`src/rtl/isd_pkg.sv`:
```
// Shared types and constants for the interval set table.
// Holds the request and response items, the request codes, the controller
// states, the datapath operation codes and the status group. No dependencies.
package isd_pkg;

  // Default sizes of the boundary store.
  localparam int MAX_BOUNDS_DEF = 64;
  localparam int POS_WIDTH_DEF  = 32;

  // Largest value the 31-bit result position can carry.
  localparam int OUT_POS_MAX = 2147483647;

  // Request codes.
  localparam logic [2:0] REQ_ADD    = 3'd0;
  localparam logic [2:0] REQ_INSERT = 3'd1;
  localparam logic [2:0] REQ_DELETE = 3'd2;
  localparam logic [2:0] REQ_LOCATE = 3'd3;
  localparam logic [2:0] REQ_SPAN   = 3'd4;
  localparam logic [2:0] REQ_EXPAND = 3'd5;

  // One input item.
  typedef struct packed {
    logic [2:0]  req_type;
    logic [30:0] position;
    logic [30:0] length;
    logic        flag_bit;
  } isd_req_t;

  // One result item.
  typedef struct packed {
    logic               status;
    logic signed [7:0]  found_index;
    logic [30:0]        result_pos;
    logic signed [31:0] span_len;
  } isd_rsp_t;

  // Datapath operations issued by the controller, one per cycle.
  typedef enum logic [5:0] {
    OP_NONE,
    OP_LOAD,
    OP_RD_IDX,
    OP_INC,
    OP_LOC_STEP,
    OP_LOC_DONE,
    OP_LOC_OUT,
    OP_SPAN_MID,
    OP_SPAN_END,
    OP_BIAS_ON,
    OP_ADD_MARK,
    OP_SET_FAIL,
    OP_SH_INIT,
    OP_SH_WR,
    OP_IDX_POS,
    OP_WR_POS_STOP,
    OP_WR_POS_OFF,
    OP_WR_POS1_STOP,
    OP_WR_POS2M1_STOP,
    OP_RD_POS1,
    OP_OG_INIT,
    OP_RD_IDXM1,
    OP_OG_WR,
    OP_CNT_ADD2,
    OP_SET_GAP2,
    OP_SET_GAPD,
    OP_CG_INIT,
    OP_CG_WR,
    OP_CG_END,
    OP_DEL_MARK,
    OP_MARK2,
    OP_POS2_ADD2,
    OP_DEL_ADJ,
    OP_EXP_A,
    OP_EXP_B,
    OP_EXP_OUT,
    OP_EMIT
  } isd_op_t;

  // Controller states.
  typedef enum logic [5:0] {
    S_IDLE,
    S_DISPATCH,
    S_LC_RD,
    S_LC_EV,
    S_LC_DONE,
    S_LC_NEXT,
    S_AS_RD,
    S_AS_EV,
    S_AS_MARK,
    S_AS_CHK,
    S_SH_RD,
    S_SH_WR,
    S_AP,
    S_AP_CK,
    S_AP_CE,
    S_AP_W0,
    S_AP_W1,
    S_OG_INIT,
    S_OG_RD,
    S_OG_WR,
    S_CG_INIT,
    S_CG_RD,
    S_CG_WR,
    S_DS_RD,
    S_DS_EV,
    S_D2_RD,
    S_D2_EV,
    S_D2_MARK,
    S_DL_A,
    S_DL_WPOS,
    S_DL_B,
    S_DL_C,
    S_DL_D,
    S_DL_SUB,
    S_EX_RD,
    S_EX_EV,
    S_EX_RD2,
    S_EX_EV2,
    S_EMIT
  } isd_state_t;

  // Status reported by the datapath to the controller.
  typedef struct packed {
    logic [2:0] req_type;
    logic       zero_len;
    logic       idx_lt_cnt;
    logic       loc_go;
    logic       add_go;
    logic       full;
    logic       del_lt;
    logic       del_le;
    logic       og_go;
    logic       pos_odd;
    logic       pos2_odd;
    logic       pos_eq_pos2;
    logic       pos_lt_pos2;
    logic       pos1_lt_cnt;
    logic       close_match;
    logic       exp_ok;
    logic       exp_le;
    logic       eq_off;
    logic       eq_stop;
    logic       ins_match;
    logic       second;
    logic       emit_ok;
  } isd_stat_t;

endpackage

```
`src/rtl/isd_ctrl.sv`:
```
// Controller state machine of the interval set table.
// Sequences the scan, shift and gap passes by issuing datapath operations.
// Depends on isd_pkg.
module isd_ctrl import isd_pkg::*; (
  input  logic      clk,
  input  logic      rst,
  input  logic      req_valid,
  output logic      req_ready,
  input  isd_stat_t stat,
  output isd_op_t   op
);

  isd_state_t state, state_next;

  // State register.
  always_ff @(posedge clk) begin
    if (rst) begin
      state <= S_IDLE;
    end else begin
      state <= state_next;
    end
  end

  // Next state and operation select.
  always_comb begin
    state_next = state;
    op         = OP_NONE;
    req_ready  = 1'b0;
    unique case (state)
      S_IDLE: begin
        req_ready = 1'b1;
        if (req_valid) begin
          op         = OP_LOAD;
          state_next = S_DISPATCH;
        end
      end
      S_DISPATCH: begin
        case (stat.req_type)
          REQ_ADD:    state_next = stat.zero_len ? S_EMIT : S_AS_RD;
          REQ_INSERT: state_next = stat.zero_len ? S_EMIT : S_LC_RD;
          REQ_DELETE: state_next = stat.zero_len ? S_EMIT : S_DS_RD;
          REQ_LOCATE, REQ_SPAN: state_next = S_LC_RD;
          REQ_EXPAND: state_next = S_EX_RD;
          default:    state_next = S_EMIT;
        endcase
      end
      // Locate scan: read a boundary, then evaluate it.
      S_LC_RD: begin
        if (stat.idx_lt_cnt) begin
          op         = OP_RD_IDX;
          state_next = S_LC_EV;
        end else begin
          state_next = S_LC_DONE;
        end
      end
      S_LC_EV: begin
        if (stat.loc_go) begin
          op         = OP_LOC_STEP;
          state_next = S_LC_RD;
        end else begin
          state_next = S_LC_DONE;
        end
      end
      S_LC_DONE: begin
        op         = OP_LOC_DONE;
        state_next = S_LC_NEXT;
      end
      S_LC_NEXT: begin
        case (stat.req_type)
          REQ_LOCATE: begin
            op         = OP_LOC_OUT;
            state_next = S_EMIT;
          end
          REQ_SPAN: begin
            if (stat.second) begin
              op         = OP_SPAN_END;
              state_next = S_EMIT;
            end else begin
              op         = OP_SPAN_MID;
              state_next = S_LC_RD;
            end
          end
          default: begin
            if (stat.ins_match) begin
              op         = OP_BIAS_ON;
              state_next = S_AS_RD;
            end else begin
              op         = OP_SH_INIT;
              state_next = S_SH_RD;
            end
          end
        endcase
      end
      // Add scan: find the first boundary not below the start.
      S_AS_RD: begin
        if (stat.idx_lt_cnt) begin
          op         = OP_RD_IDX;
          state_next = S_AS_EV;
        end else begin
          state_next = S_AS_MARK;
        end
      end
      S_AS_EV: begin
        if (stat.add_go) begin
          op         = OP_INC;
          state_next = S_AS_RD;
        end else begin
          state_next = S_AS_MARK;
        end
      end
      S_AS_MARK: begin
        op         = OP_ADD_MARK;
        state_next = S_AS_CHK;
      end
      S_AS_CHK: begin
        if (!stat.eq_off && !stat.eq_stop && stat.full) begin
          op         = OP_SET_FAIL;
          state_next = S_EMIT;
        end else if (stat.req_type == REQ_INSERT) begin
          op         = OP_SH_INIT;
          state_next = S_SH_RD;
        end else begin
          state_next = S_AP;
        end
      end
      // Shift pass: add or subtract the length from the tail boundaries.
      S_SH_RD: begin
        if (stat.idx_lt_cnt) begin
          op         = OP_RD_IDX;
          state_next = S_SH_WR;
        end else if (stat.req_type == REQ_INSERT && stat.ins_match) begin
          state_next = S_AP;
        end else begin
          state_next = S_EMIT;
        end
      end
      S_SH_WR: begin
        op         = OP_SH_WR;
        state_next = S_SH_RD;
      end
      // Apply the range found by the add scan.
      S_AP: begin
        if (stat.eq_off) begin
          op         = OP_WR_POS_STOP;
          state_next = S_AP_CK;
        end else if (stat.eq_stop) begin
          op         = OP_WR_POS_OFF;
          state_next = S_EMIT;
        end else begin
          op         = OP_OG_INIT;
          state_next = S_OG_RD;
        end
      end
      S_AP_CK: begin
        if (stat.pos1_lt_cnt) begin
          op         = OP_RD_POS1;
          state_next = S_AP_CE;
        end else begin
          state_next = S_EMIT;
        end
      end
      S_AP_CE: begin
        if (stat.close_match) begin
          op         = OP_SET_GAP2;
          state_next = S_CG_INIT;
        end else begin
          state_next = S_EMIT;
        end
      end
      S_AP_W0: begin
        op         = OP_WR_POS_OFF;
        state_next = S_AP_W1;
      end
      S_AP_W1: begin
        op         = OP_WR_POS1_STOP;
        state_next = S_EMIT;
      end
      // Open a gap of two entries, moving from the top down.
      S_OG_INIT: begin
        op         = OP_OG_INIT;
        state_next = S_OG_RD;
      end
      S_OG_RD: begin
        if (stat.og_go) begin
          op         = OP_RD_IDXM1;
          state_next = S_OG_WR;
        end else begin
          op         = OP_CNT_ADD2;
          state_next = (stat.req_type == REQ_DELETE) ? S_DL_WPOS : S_AP_W0;
        end
      end
      S_OG_WR: begin
        op         = OP_OG_WR;
        state_next = S_OG_RD;
      end
      // Close a gap, moving from the bottom up.
      S_CG_INIT: begin
        op         = OP_CG_INIT;
        state_next = S_CG_RD;
      end
      S_CG_RD: begin
        if (stat.idx_lt_cnt) begin
          op         = OP_RD_IDX;
          state_next = S_CG_WR;
        end else begin
          op         = OP_CG_END;
          state_next = (stat.req_type == REQ_DELETE) ? S_DL_SUB : S_EMIT;
        end
      end
      S_CG_WR: begin
        op         = OP_CG_WR;
        state_next = S_CG_RD;
      end
      // Delete: find the first boundary at or after the start.
      S_DS_RD: begin
        if (stat.idx_lt_cnt) begin
          op         = OP_RD_IDX;
          state_next = S_DS_EV;
        end else begin
          state_next = S_EMIT;
        end
      end
      S_DS_EV: begin
        if (stat.del_lt) begin
          op         = OP_INC;
          state_next = S_DS_RD;
        end else begin
          op         = OP_DEL_MARK;
          state_next = S_D2_RD;
        end
      end
      // Then the first boundary past the end of the cut.
      S_D2_RD: begin
        if (stat.idx_lt_cnt) begin
          op         = OP_RD_IDX;
          state_next = S_D2_EV;
        end else begin
          state_next = S_D2_MARK;
        end
      end
      S_D2_EV: begin
        if (stat.del_le) begin
          op         = OP_INC;
          state_next = S_D2_RD;
        end else begin
          state_next = S_D2_MARK;
        end
      end
      S_D2_MARK: begin
        op         = OP_MARK2;
        state_next = S_DL_A;
      end
      S_DL_A: begin
        if (stat.pos_odd) begin
          if (stat.pos_eq_pos2) begin
            if (stat.full) begin
              op         = OP_SET_FAIL;
              state_next = S_EMIT;
            end else begin
              op         = OP_POS2_ADD2;
              state_next = S_OG_INIT;
            end
          end else begin
            state_next = S_DL_WPOS;
          end
        end else begin
          state_next = S_DL_B;
        end
      end
      S_DL_WPOS: begin
        op         = OP_WR_POS_OFF;
        state_next = S_DL_B;
      end
      S_DL_B: begin
        if (stat.pos2_odd) begin
          op = OP_WR_POS2M1_STOP;
        end
        state_next = S_DL_C;
      end
      S_DL_C: begin
        op         = OP_DEL_ADJ;
        state_next = S_DL_D;
      end
      S_DL_D: begin
        if (stat.pos_lt_pos2) begin
          op         = OP_SET_GAPD;
          state_next = S_CG_INIT;
        end else begin
          state_next = S_DL_SUB;
        end
      end
      S_DL_SUB: begin
        op         = OP_IDX_POS;
        state_next = S_SH_RD;
      end
      // Expand: walk range pairs while they start at or before the position.
      S_EX_RD: begin
        if (stat.exp_ok) begin
          op         = OP_RD_IDX;
          state_next = S_EX_EV;
        end else begin
          op         = OP_EXP_OUT;
          state_next = S_EMIT;
        end
      end
      S_EX_EV: begin
        if (stat.exp_le) begin
          op         = OP_EXP_A;
          state_next = S_EX_RD2;
        end else begin
          op         = OP_EXP_OUT;
          state_next = S_EMIT;
        end
      end
      S_EX_RD2: begin
        op         = OP_RD_IDX;
        state_next = S_EX_EV2;
      end
      S_EX_EV2: begin
        op         = OP_EXP_B;
        state_next = S_EX_RD;
      end
      S_EMIT: begin
        if (stat.emit_ok) begin
          op         = OP_EMIT;
          state_next = S_IDLE;
        end
      end
      default: state_next = S_IDLE;
    endcase
  end

endmodule

```
`src/rtl/isd_dpath.sv`:
```
// Datapath of the interval set table: boundary memory, pointers, running sums
// and the result register. Executes one controller operation per cycle.
// Depends on isd_pkg.
module isd_dpath import isd_pkg::*; #(
  parameter int MAX_BOUNDS = MAX_BOUNDS_DEF,
  parameter int POS_WIDTH  = POS_WIDTH_DEF
) (
  input  logic      clk,
  input  logic      rst,
  input  isd_op_t   op,
  input  isd_req_t  req,
  output isd_stat_t stat,
  output logic      rsp_valid,
  input  logic      rsp_ready,
  output isd_rsp_t  rsp
);

  localparam int IDX_W  = $clog2(MAX_BOUNDS);
  localparam int CNT_W  = $clog2(MAX_BOUNDS + 1);
  localparam int FILL_W = 34 + CNT_W;
  localparam logic [POS_WIDTH-1:0] POS_MAX = '1;
  localparam logic signed [FILL_W-1:0] POS_MAX_W =
    signed'({{(FILL_W - POS_WIDTH){1'b0}}, POS_MAX});
  localparam logic signed [FILL_W-1:0] OUT_MAX_W = FILL_W'(OUT_POS_MAX);
  localparam logic [CNT_W-1:0] FULL_LIM = CNT_W'(MAX_BOUNDS - 2);
  localparam logic signed [FILL_W:0] S32_MAX = (FILL_W + 1)'(32'sh7FFFFFFF);
  localparam logic signed [FILL_W:0] S32_MIN = (FILL_W + 1)'(-33'sh80000000);

  function automatic logic signed [FILL_W-1:0] wext(input logic [POS_WIDTH-1:0] v);
    return signed'({{(FILL_W - POS_WIDTH){1'b0}}, v});
  endfunction

  function automatic logic [POS_WIDTH-1:0] clamp_b(input logic signed [FILL_W-1:0] v);
    if (v < 0) begin
      return '0;
    end else if (v > POS_MAX_W) begin
      return POS_MAX;
    end
    return v[POS_WIDTH-1:0];
  endfunction

  function automatic logic [30:0] sat_pos(input logic signed [FILL_W-1:0] v);
    if (v < 0) begin
      return '0;
    end else if (v > OUT_MAX_W) begin
      return '1;
    end
    return v[30:0];
  endfunction

  // Boundary store and registered read data.
  logic [POS_WIDTH-1:0] mem [MAX_BOUNDS];
  logic [POS_WIDTH-1:0] rdata;

  isd_req_t                  rq;
  logic [CNT_W-1:0]          cnt, idx, pos, pos2, gapn;
  logic signed [CNT_W:0]     loc;
  logic [POS_WIDTH-1:0]      last, prev;
  logic signed [FILL_W-1:0]  fill, loc_off, rs, acc, tgt;
  logic                      bias, second, eq_off, eq_stop;
  isd_rsp_t                  res;

  // Values derived from the request and the scan registers.
  logic signed [FILL_W-1:0] off_w, len_w, stop_w, rd_w, view_w, fi, local_new, adj;
  logic signed [FILL_W-1:0] loc_w;
  logic signed [FILL_W:0]   span_w;
  logic signed [CNT_W:0]    idx_s, loc_new;
  logic [CNT_W:0]           idx_p1, pos_p1;
  logic [CNT_W-1:0]         a_idx_m1, a_idx_p1, a_pos_p1, a_pos2_m1, a_cg;
  logic                     re, we;
  logic [IDX_W-1:0]         raddr, waddr;
  logic [POS_WIDTH-1:0]     wdata;

  always_comb begin
    off_w   = signed'({{(FILL_W - 31){1'b0}}, rq.position});
    len_w   = signed'({{(FILL_W - 31){1'b0}}, rq.length});
    stop_w  = off_w + len_w;
    rd_w    = wext(rdata);
    idx_s   = signed'({1'b0, idx});
    loc_new = idx_s - (CNT_W + 1)'(1);
    view_w  = (bias && (idx_s > loc)) ? wext(clamp_b(rd_w + len_w)) : rd_w;
    fi      = loc_new[0] ? (wext(last) - fill) : fill;
    local_new = fi + tgt - wext(last);
    adj     = (loc[0] ^ rq.flag_bit) ? (tgt - loc_off) : loc_off;
    span_w  = {adj[FILL_W-1], adj} - {rs[FILL_W-1], rs};
    loc_w   = FILL_W'(loc);
    idx_p1  = {1'b0, idx} + (CNT_W + 1)'(1);
    pos_p1  = {1'b0, pos} + (CNT_W + 1)'(1);
    a_idx_m1  = idx - CNT_W'(1);
    a_idx_p1  = idx + CNT_W'(1);
    a_pos_p1  = pos + CNT_W'(1);
    a_pos2_m1 = pos2 - CNT_W'(1);
    a_cg      = idx - gapn;
  end

  // Status toward the controller.
  always_comb begin
    stat.req_type    = rq.req_type;
    stat.zero_len    = (rq.length == '0);
    stat.idx_lt_cnt  = (idx < cnt);
    stat.loc_go      = (tgt >= rd_w);
    stat.add_go      = (off_w > view_w);
    stat.full        = (cnt > FULL_LIM);
    stat.del_lt      = (rd_w < off_w);
    stat.del_le      = (rd_w <= stop_w);
    stat.og_go       = (idx > pos);
    stat.pos_odd     = pos[0];
    stat.pos2_odd    = pos2[0];
    stat.pos_eq_pos2 = (pos == pos2);
    stat.pos_lt_pos2 = (pos < pos2);
    stat.pos1_lt_cnt = (pos_p1 < {1'b0, cnt});
    stat.close_match = (rdata == clamp_b(stop_w));
    stat.exp_ok      = (idx_p1 < {1'b0, cnt});
    stat.exp_le      = (rd_w <= acc);
    stat.eq_off      = eq_off;
    stat.eq_stop     = eq_stop;
    stat.ins_match   = (rq.flag_bit == loc[0]);
    stat.second      = second;
    stat.emit_ok     = !rsp_valid || rsp_ready;
  end

  // Memory port select.
  always_comb begin
    re    = 1'b0;
    we    = 1'b0;
    raddr = idx[IDX_W-1:0];
    waddr = idx[IDX_W-1:0];
    wdata = clamp_b(stop_w);
    case (op)
      OP_RD_IDX:   re = 1'b1;
      OP_RD_IDXM1: begin
        re    = 1'b1;
        raddr = a_idx_m1[IDX_W-1:0];
      end
      OP_RD_POS1: begin
        re    = 1'b1;
        raddr = a_pos_p1[IDX_W-1:0];
      end
      OP_SH_WR: begin
        we    = 1'b1;
        wdata = (rq.req_type == REQ_DELETE) ? clamp_b(rd_w - len_w) : clamp_b(rd_w + len_w);
      end
      OP_OG_WR: begin
        we    = 1'b1;
        waddr = a_idx_p1[IDX_W-1:0];
        wdata = rdata;
      end
      OP_CG_WR: begin
        we    = 1'b1;
        waddr = a_cg[IDX_W-1:0];
        wdata = rdata;
      end
      OP_WR_POS_STOP: begin
        we    = 1'b1;
        waddr = pos[IDX_W-1:0];
      end
      OP_WR_POS_OFF: begin
        we    = 1'b1;
        waddr = pos[IDX_W-1:0];
        wdata = clamp_b(off_w);
      end
      OP_WR_POS1_STOP: begin
        we    = 1'b1;
        waddr = a_pos_p1[IDX_W-1:0];
      end
      OP_WR_POS2M1_STOP: begin
        we    = 1'b1;
        waddr = a_pos2_m1[IDX_W-1:0];
      end
      default: ;
    endcase
  end

  // Boundary memory: one write and one registered read per cycle.
  always_ff @(posedge clk) begin
    if (we) begin
      mem[waddr] <= wdata;
    end
    if (re) begin
      rdata <= mem[raddr];
    end
  end

  // Boundary count and result handshake.
  always_ff @(posedge clk) begin
    if (rst) begin
      cnt       <= '0;
      rsp_valid <= 1'b0;
    end else begin
      case (op)
        OP_CNT_ADD2: cnt <= cnt + CNT_W'(2);
        OP_CG_END:   cnt <= cnt - gapn;
        default: ;
      endcase
      if (op == OP_EMIT) begin
        rsp_valid <= 1'b1;
      end else if (rsp_ready) begin
        rsp_valid <= 1'b0;
      end
    end
  end

  // Working registers.
  always_ff @(posedge clk) begin
    case (op)
      OP_LOAD: begin
        rq      <= req;
        idx     <= '0;
        last    <= '0;
        fill    <= '0;
        acc     <= signed'({{(FILL_W - 31){1'b0}}, req.position});
        tgt     <= signed'({{(FILL_W - 31){1'b0}}, req.position});
        bias    <= 1'b0;
        second  <= 1'b0;
        eq_off  <= 1'b0;
        eq_stop <= 1'b0;
        res     <= '0;
      end
      OP_INC: idx <= a_idx_p1;
      OP_LOC_STEP: begin
        last <= rdata;
        prev <= rdata;
        if (idx[0]) begin
          fill <= fill + rd_w - wext(prev);
        end
        idx <= a_idx_p1;
      end
      OP_LOC_DONE: begin
        loc     <= loc_new;
        loc_off <= local_new;
      end
      OP_LOC_OUT: begin
        res.found_index <= (loc_w > FILL_W'(127)) ? 8'sd127 : loc_w[7:0];
        res.result_pos  <= sat_pos(loc_off);
      end
      OP_SPAN_MID: begin
        rs     <= adj;
        second <= 1'b1;
        tgt    <= stop_w;
        idx    <= '0;
        last   <= '0;
        fill   <= '0;
      end
      OP_SPAN_END: begin
        res.result_pos <= sat_pos(rs);
        if (span_w > S32_MAX) begin
          res.span_len <= 32'sh7FFFFFFF;
        end else if (span_w < S32_MIN) begin
          res.span_len <= 32'sh80000000;
        end else begin
          res.span_len <= span_w[31:0];
        end
      end
      OP_BIAS_ON: begin
        bias <= 1'b1;
        idx  <= '0;
      end
      OP_ADD_MARK: begin
        pos     <= idx;
        eq_off  <= (idx < cnt) && (view_w == off_w);
        eq_stop <= (idx < cnt) && (view_w == stop_w);
      end
      OP_SET_FAIL:  res.status <= 1'b1;
      OP_SH_INIT:   idx <= CNT_W'(loc + (CNT_W + 1)'(1));
      OP_SH_WR:     idx <= a_idx_p1;
      OP_IDX_POS:   idx <= pos;
      OP_OG_INIT:   idx <= cnt;
      OP_OG_WR:     idx <= a_idx_m1;
      OP_SET_GAP2:  gapn <= CNT_W'(2);
      OP_SET_GAPD:  gapn <= pos2 - pos;
      OP_CG_INIT:   idx <= pos + gapn;
      OP_CG_WR:     idx <= a_idx_p1;
      OP_DEL_MARK:  pos <= idx;
      OP_MARK2:     pos2 <= idx;
      OP_POS2_ADD2: pos2 <= pos2 + CNT_W'(2);
      OP_DEL_ADJ: begin
        if (!(pos[0] & pos2[0])) begin
          pos  <= pos + CNT_W'(pos[0]);
          pos2 <= pos2 - CNT_W'(pos2[0]);
        end
      end
      OP_EXP_A: begin
        prev <= rdata;
        idx  <= a_idx_p1;
      end
      OP_EXP_B: begin
        acc <= acc + rd_w - wext(prev);
        idx <= a_idx_p1;
      end
      OP_EXP_OUT: res.result_pos <= sat_pos(acc);
      OP_EMIT:    rsp <= res;
      default: ;
    endcase
  end

endmodule

```
`src/rtl/interval_set_table.sv`:
```
// Interval set table: a sorted list of up to MAX_BOUNDS boundaries in a
// memory with a read port and a write port, where each pair of entries
// bounds one covered range. Items are handled one at a time. Every pass
// over the list handles one boundary at a time: it reads it, then
// evaluates it or writes it back. An edit scans the list and then shifts
// entries. A new item is taken while the previous result still waits at
// the output. Reset empties the store at once.
// Depends on isd_pkg, isd_ctrl and isd_dpath.
module interval_set_table import isd_pkg::*; #(
  parameter int MAX_BOUNDS = MAX_BOUNDS_DEF,
  parameter int POS_WIDTH  = POS_WIDTH_DEF
) (
  input  logic     clk,
  input  logic     rst,
  input  logic     req_valid,
  output logic     req_ready,
  input  isd_req_t req,
  output logic     rsp_valid,
  input  logic     rsp_ready,
  output isd_rsp_t rsp
);

  isd_op_t   op;
  isd_stat_t stat;

  // Sequencer.
  isd_ctrl u_ctrl (
    .clk       (clk),
    .rst       (rst),
    .req_valid (req_valid),
    .req_ready (req_ready),
    .stat      (stat),
    .op        (op)
  );

  // Memory and arithmetic.
  isd_dpath #(
    .MAX_BOUNDS (MAX_BOUNDS),
    .POS_WIDTH  (POS_WIDTH)
  ) u_dpath (
    .clk       (clk),
    .rst       (rst),
    .op        (op),
    .req       (req),
    .stat      (stat),
    .rsp_valid (rsp_valid),
    .rsp_ready (rsp_ready),
    .rsp       (rsp)
  );

endmodule

```
`config.mk`:
```
export PLATFORM = sky130hd
export DESIGN_NAME = interval_set_table
export DESIGN_NICKNAME = d
export VERILOG_FILES = /design/src/rtl/isd_pkg.sv /design/src/rtl/isd_ctrl.sv /design/src/rtl/isd_dpath.sv /design/src/rtl/interval_set_table.sv
export SDC_FILE = /design/constraint.sdc
export NUM_CORES = 2
export LEC_CHECK = 0
export ABC_AREA = 1
export BUFFER_PORTS_ARGS = -buffer_cell sky130_fd_sc_hd__buf_2
export CAP_MARGIN = 20
export CORE_MARGIN = 8
export CORE_UTILIZATION = 47
export DETAILED_ROUTE_END_ITERATION = 12
export GPL_TIMING_DRIVEN = 0
export MAX_ROUTING_LAYER = met4
export PLACE_DENSITY_LB_ADDON = 0.15
export SYNTH_ARGS = -nofsm -noshare
export SYNTH_HDL_FRONTEND = slang
export SYNTH_SLANG_ARGS = --single-unit
```
`constraint.sdc`:
```
create_clock -name clk -period 12.1 [get_ports clk]
set_input_delay 0.605 -clock clk [delete_from_list [all_inputs] [get_ports clk]]
set_output_delay 0.605 -clock clk [all_outputs]
set_load 0.05 [all_outputs]
```
==> results.json <==
{
  "status": "finished, final reports clean",
  "finalMaxSlewViolations": 0,
  "required_ns": 12.76,
  "hold_path.class": "input port to flop",
  "ys_warn_count": 0,
  "synth_top_family_by_area": "simple AND/OR/NAND/NOR gates",
  "synth_area_leaders": "edfxtp_1 55%, nand3_1 8.8%, nand2_1 7.0%",
  "grt_pass1_vias": 107000,
  "num_vias": 113000,
  "final_common_cell": "nand2_1",
  "fin_nets": 16100,
  "path_max_fanout": 11,
  "internal_power_mw": 26.0,
  "ir_drop_v": 0.000225,
  "drt-initial-drc-count": 13300,
  "power_frac_comb_pct": 54.9,
  "port_buffers": 142,
  "layout_setup_ws_ns": 0.150,
  "tns_ns": 0,
  "synth_mux_area_share_pct": 0.00800,
  "synthAdderAreaFrac_pct": 6.47,
  "max-cap-violations": 0,
  "slowest_delay_ns": 0.94,
  "syn_to_final_growth_pct": 14.5,
  "grt_use_total_pct": 37.0,
  "synth_compound_area_share_pct": 5.44,
  "final.min_clock_period_ns": 11.95,
  "start_kind": "flop",
  "wl_mm": 586,
  "routedWlPerCell_um": 29.9,
  "crit_path_end_kind": "flop",
  "holdWs_ns": 0.0765,
  "switching_share_pct": 48.8,
  "cts_tree": "done",
  "synth_area_leader_cell": "edfxtp_1",
  "cts_root_buf": "clkbuf_16",
  "drtPass1Iterations": 7,
  "hold_viol": 0,
  "power.share.clock_pct": 17.4,
  "synthFlopType": "edfxtp_1",
  "final-setup-viol-count": 0,
  "reg2reg_depth": 42,
  "max_slew.worst_pin.slew_ns": 1.27,
  "grt_antenna_before_repair": 35,
  "leakage_nw": 67.3,
  "switchingPower_mw": 24.7,
  "ys_async_sr_fraction_pct": 0,
  "cp_common_cell": "nand2_1",
  "synth_edf_count": 2590,
  "syn-num-nets": 15400,
  "synth_xor_area_share_pct": 1.59,
  "grt_pass1_wl_mm": 809,
  "slew_headroom_pct": 15.6,
  "p_seq_share_pct": 27.6,
  "slowest_stage": "clkdlybuf4s15_1",
  "synth_cells": 14700,
  "core_um2": 299000,
  "numCtsBuffers": 298,
  "clock-skew-final_ns": 0.0880,
  "power_density_nw_per_um2": 314,
  "synth_top_area_share_pct": 55.3,
  "synth_seq_cells": 2604,
  "critical_path_class": "flop to flop",
  "rsz0062_at_grt": "false",
  "total_power_mw": 50.7,
  "crit_arrival_ns": 12.61,
  "grt.overflow.total": 0,
  "drive_above_1_share_pct": 8.34,
  "avgViaCountPerCell": 5.78,
  "yosysSeqAreaShare_pct": 55.5,
  "die_area_um2": 317000,
  "initial_core_util_pct": 47.1,
  "cts.sinks": 2604,
  "max_freq_mhz": 83.7,
  "clockBufferDepth": 4,
  "clk_pin_slew_ns": 0.06,
  "dp_hpwl_mm": 451,
  "syn_area_um2": 141000,
  "die_h_um": 563,
  "drc": 0,
  "final.period_utilization_pct": 98.8,
  "clkLatencyLatePin_ns": 0.94,
  "ioPinCount": 144,
  "post_synth_and_or_nand_nor_area_fraction_pct": 22.7,
  "mostFrequentLayoutCells": "2,629 x nand2_1, 2,590 x edfxtp_1, 2,461 x nand3_1, 2,302 x inv_1, 769 x nand3b_1",
  "pre_cts_ws_ns": -0.261,
  "h-tree-depth": 5,
  "ys_types": 67,
  "grt_start_max_net_pins": 64,
  "avgSynthCellArea_um2": 9.61,
  "ant_nets": 0,
  "dieWidth_um": 563,
  "rows": 201,
  "worstHoldPathCells": 4,
  "finalWeightedCongestion": 1.05
}
Yosys cell counts (17+ instances only):
cell type,instances
a31oi_1,32
inv_1,2304
o211ai_1,29
or2_2,45
nor2_1,617
buf_1,66
buf_2,293
clkbuf_1,307
nor3_1,72
a21oi_1,568
nand4_1,71
a21boi_0,20
o21bai_1,24
xor2_1,175
o22ai_1,39
fa_1,106
o221ai_1,17
nand3_1,2466
o21a_1,20
nand2_1,2636
o21ai_0,511
nand3b_1,769
xnor2_1,67
a22oi_1,23
a21o_1,25
nor4_1,34
edfxtp_1,2590
ha_1,558
final timing paths:
check	start	endpoint	slack [ns]
max	u_dpath.idx[0]	u_dpath.rdata[24]	0.15
min	rsp_ready	u_dpath.rsp_valid	0.08
max reg2reg	u_dpath.idx[0]	u_dpath.rdata[24]	0.15
min reg2reg	u_dpath.res[11]	u_dpath.rsp[11]	0.40
registers in the layout, summed over array words and instances (netlist names), 32 cells and up:
register,flops
u_dpath.prev,32
u_dpath.rsp,72
u_dpath.acc,41
u_dpath.fill,41
u_dpath.rs,41
u_dpath.loc_off,41
u_dpath.last,32
u_dpath.rdata,32
u_dpath.mem,2048
u_dpath.res,72
u_dpath.tgt,32
power groups by stage:
stage / Combinational [mW] / Clock, mW / Sequential, mW
final: 27.8 / 8.83 / 14.0
after CTS: 27.3 / 8.87 / 14.0
after detailed placement: 27.2 / 0 / 14.2
after global routing: 29.5 / 9.17 / 14.0
after floorplan: 15.1 / 0 / 14.1
after global placement: 25.5 / 0 / 15.4
critical path, delay by kind of cell, from the launching register on:
family / cells / cell delay, ns
AO/OA/AOI/OAI: 5 / 1.52
buffers and inverters: 13 / 4.93
flip-flops: 1 / 0.49
AND/OR/NAND/NOR: 22 / 4.16
adder cells (fa/ha/maj): 2 / 0.47
through the flow:
step	std cells	cell area (µm²)	util [%]
floorplan	14700	141000	-
global placement	18800	146000	49.0
detailed placement	19000	151000	50.5
CTS	19600	161000	53.9
global route	19600	161000	53.9
finish	19600	161000	53.9
cell families (layout without fill, tap and decap cells):
kind of cell / Yosys count / count (layout)
xor gates and xnor gates: 247 / 247
adders and majority gates: 664 / 664
other: 0 / 20
DFF: 2604 / 2604
muxes: 1 / 1
buffers and inverters: 2999 / 3979
and+or+nand+nor: 6755 / 6756
AOI/OAI and AO/OA: 1380 / 1380
final cells by class:
class	count	area [µm²]
Antenna cell	20	50.0
Multi-Input combinational cell	9048	51900
Timing Repair Buffer	452	5290
Clock inverter	154	1350
Sequential cell	2604	78100
Tap cell	3958	4950
Fill cell	27100	138000
Inverter	2326	8730
Clock buffer	374	7890
Buffer	673	2930
layer usage:
metal	vias up	track usage [%]	share of wire, %
met2	5482	58.9	46
met4	0	25.2	8.6
li1	51400	-	-
met3	1531	5.83	8.0
met1	54900	43.3	37
met5	-	-	0
what timing repair did:
| action | 4_1_cts | 5_1_grt |
|---|---|---|
| pin swaps | 9 | 3 |
| resized for setup | 3 | 4 |
| setup buffers | 25 | 4 |
| gates cloned | 0 | 1 |
| endpoints found under the hold margin | 57 | 0 |
| hold buffers | 57 | 0 |
| setup endpoints to repair | 975 | 236 |
Note: power is estimated with default switching activity, not from simulation.
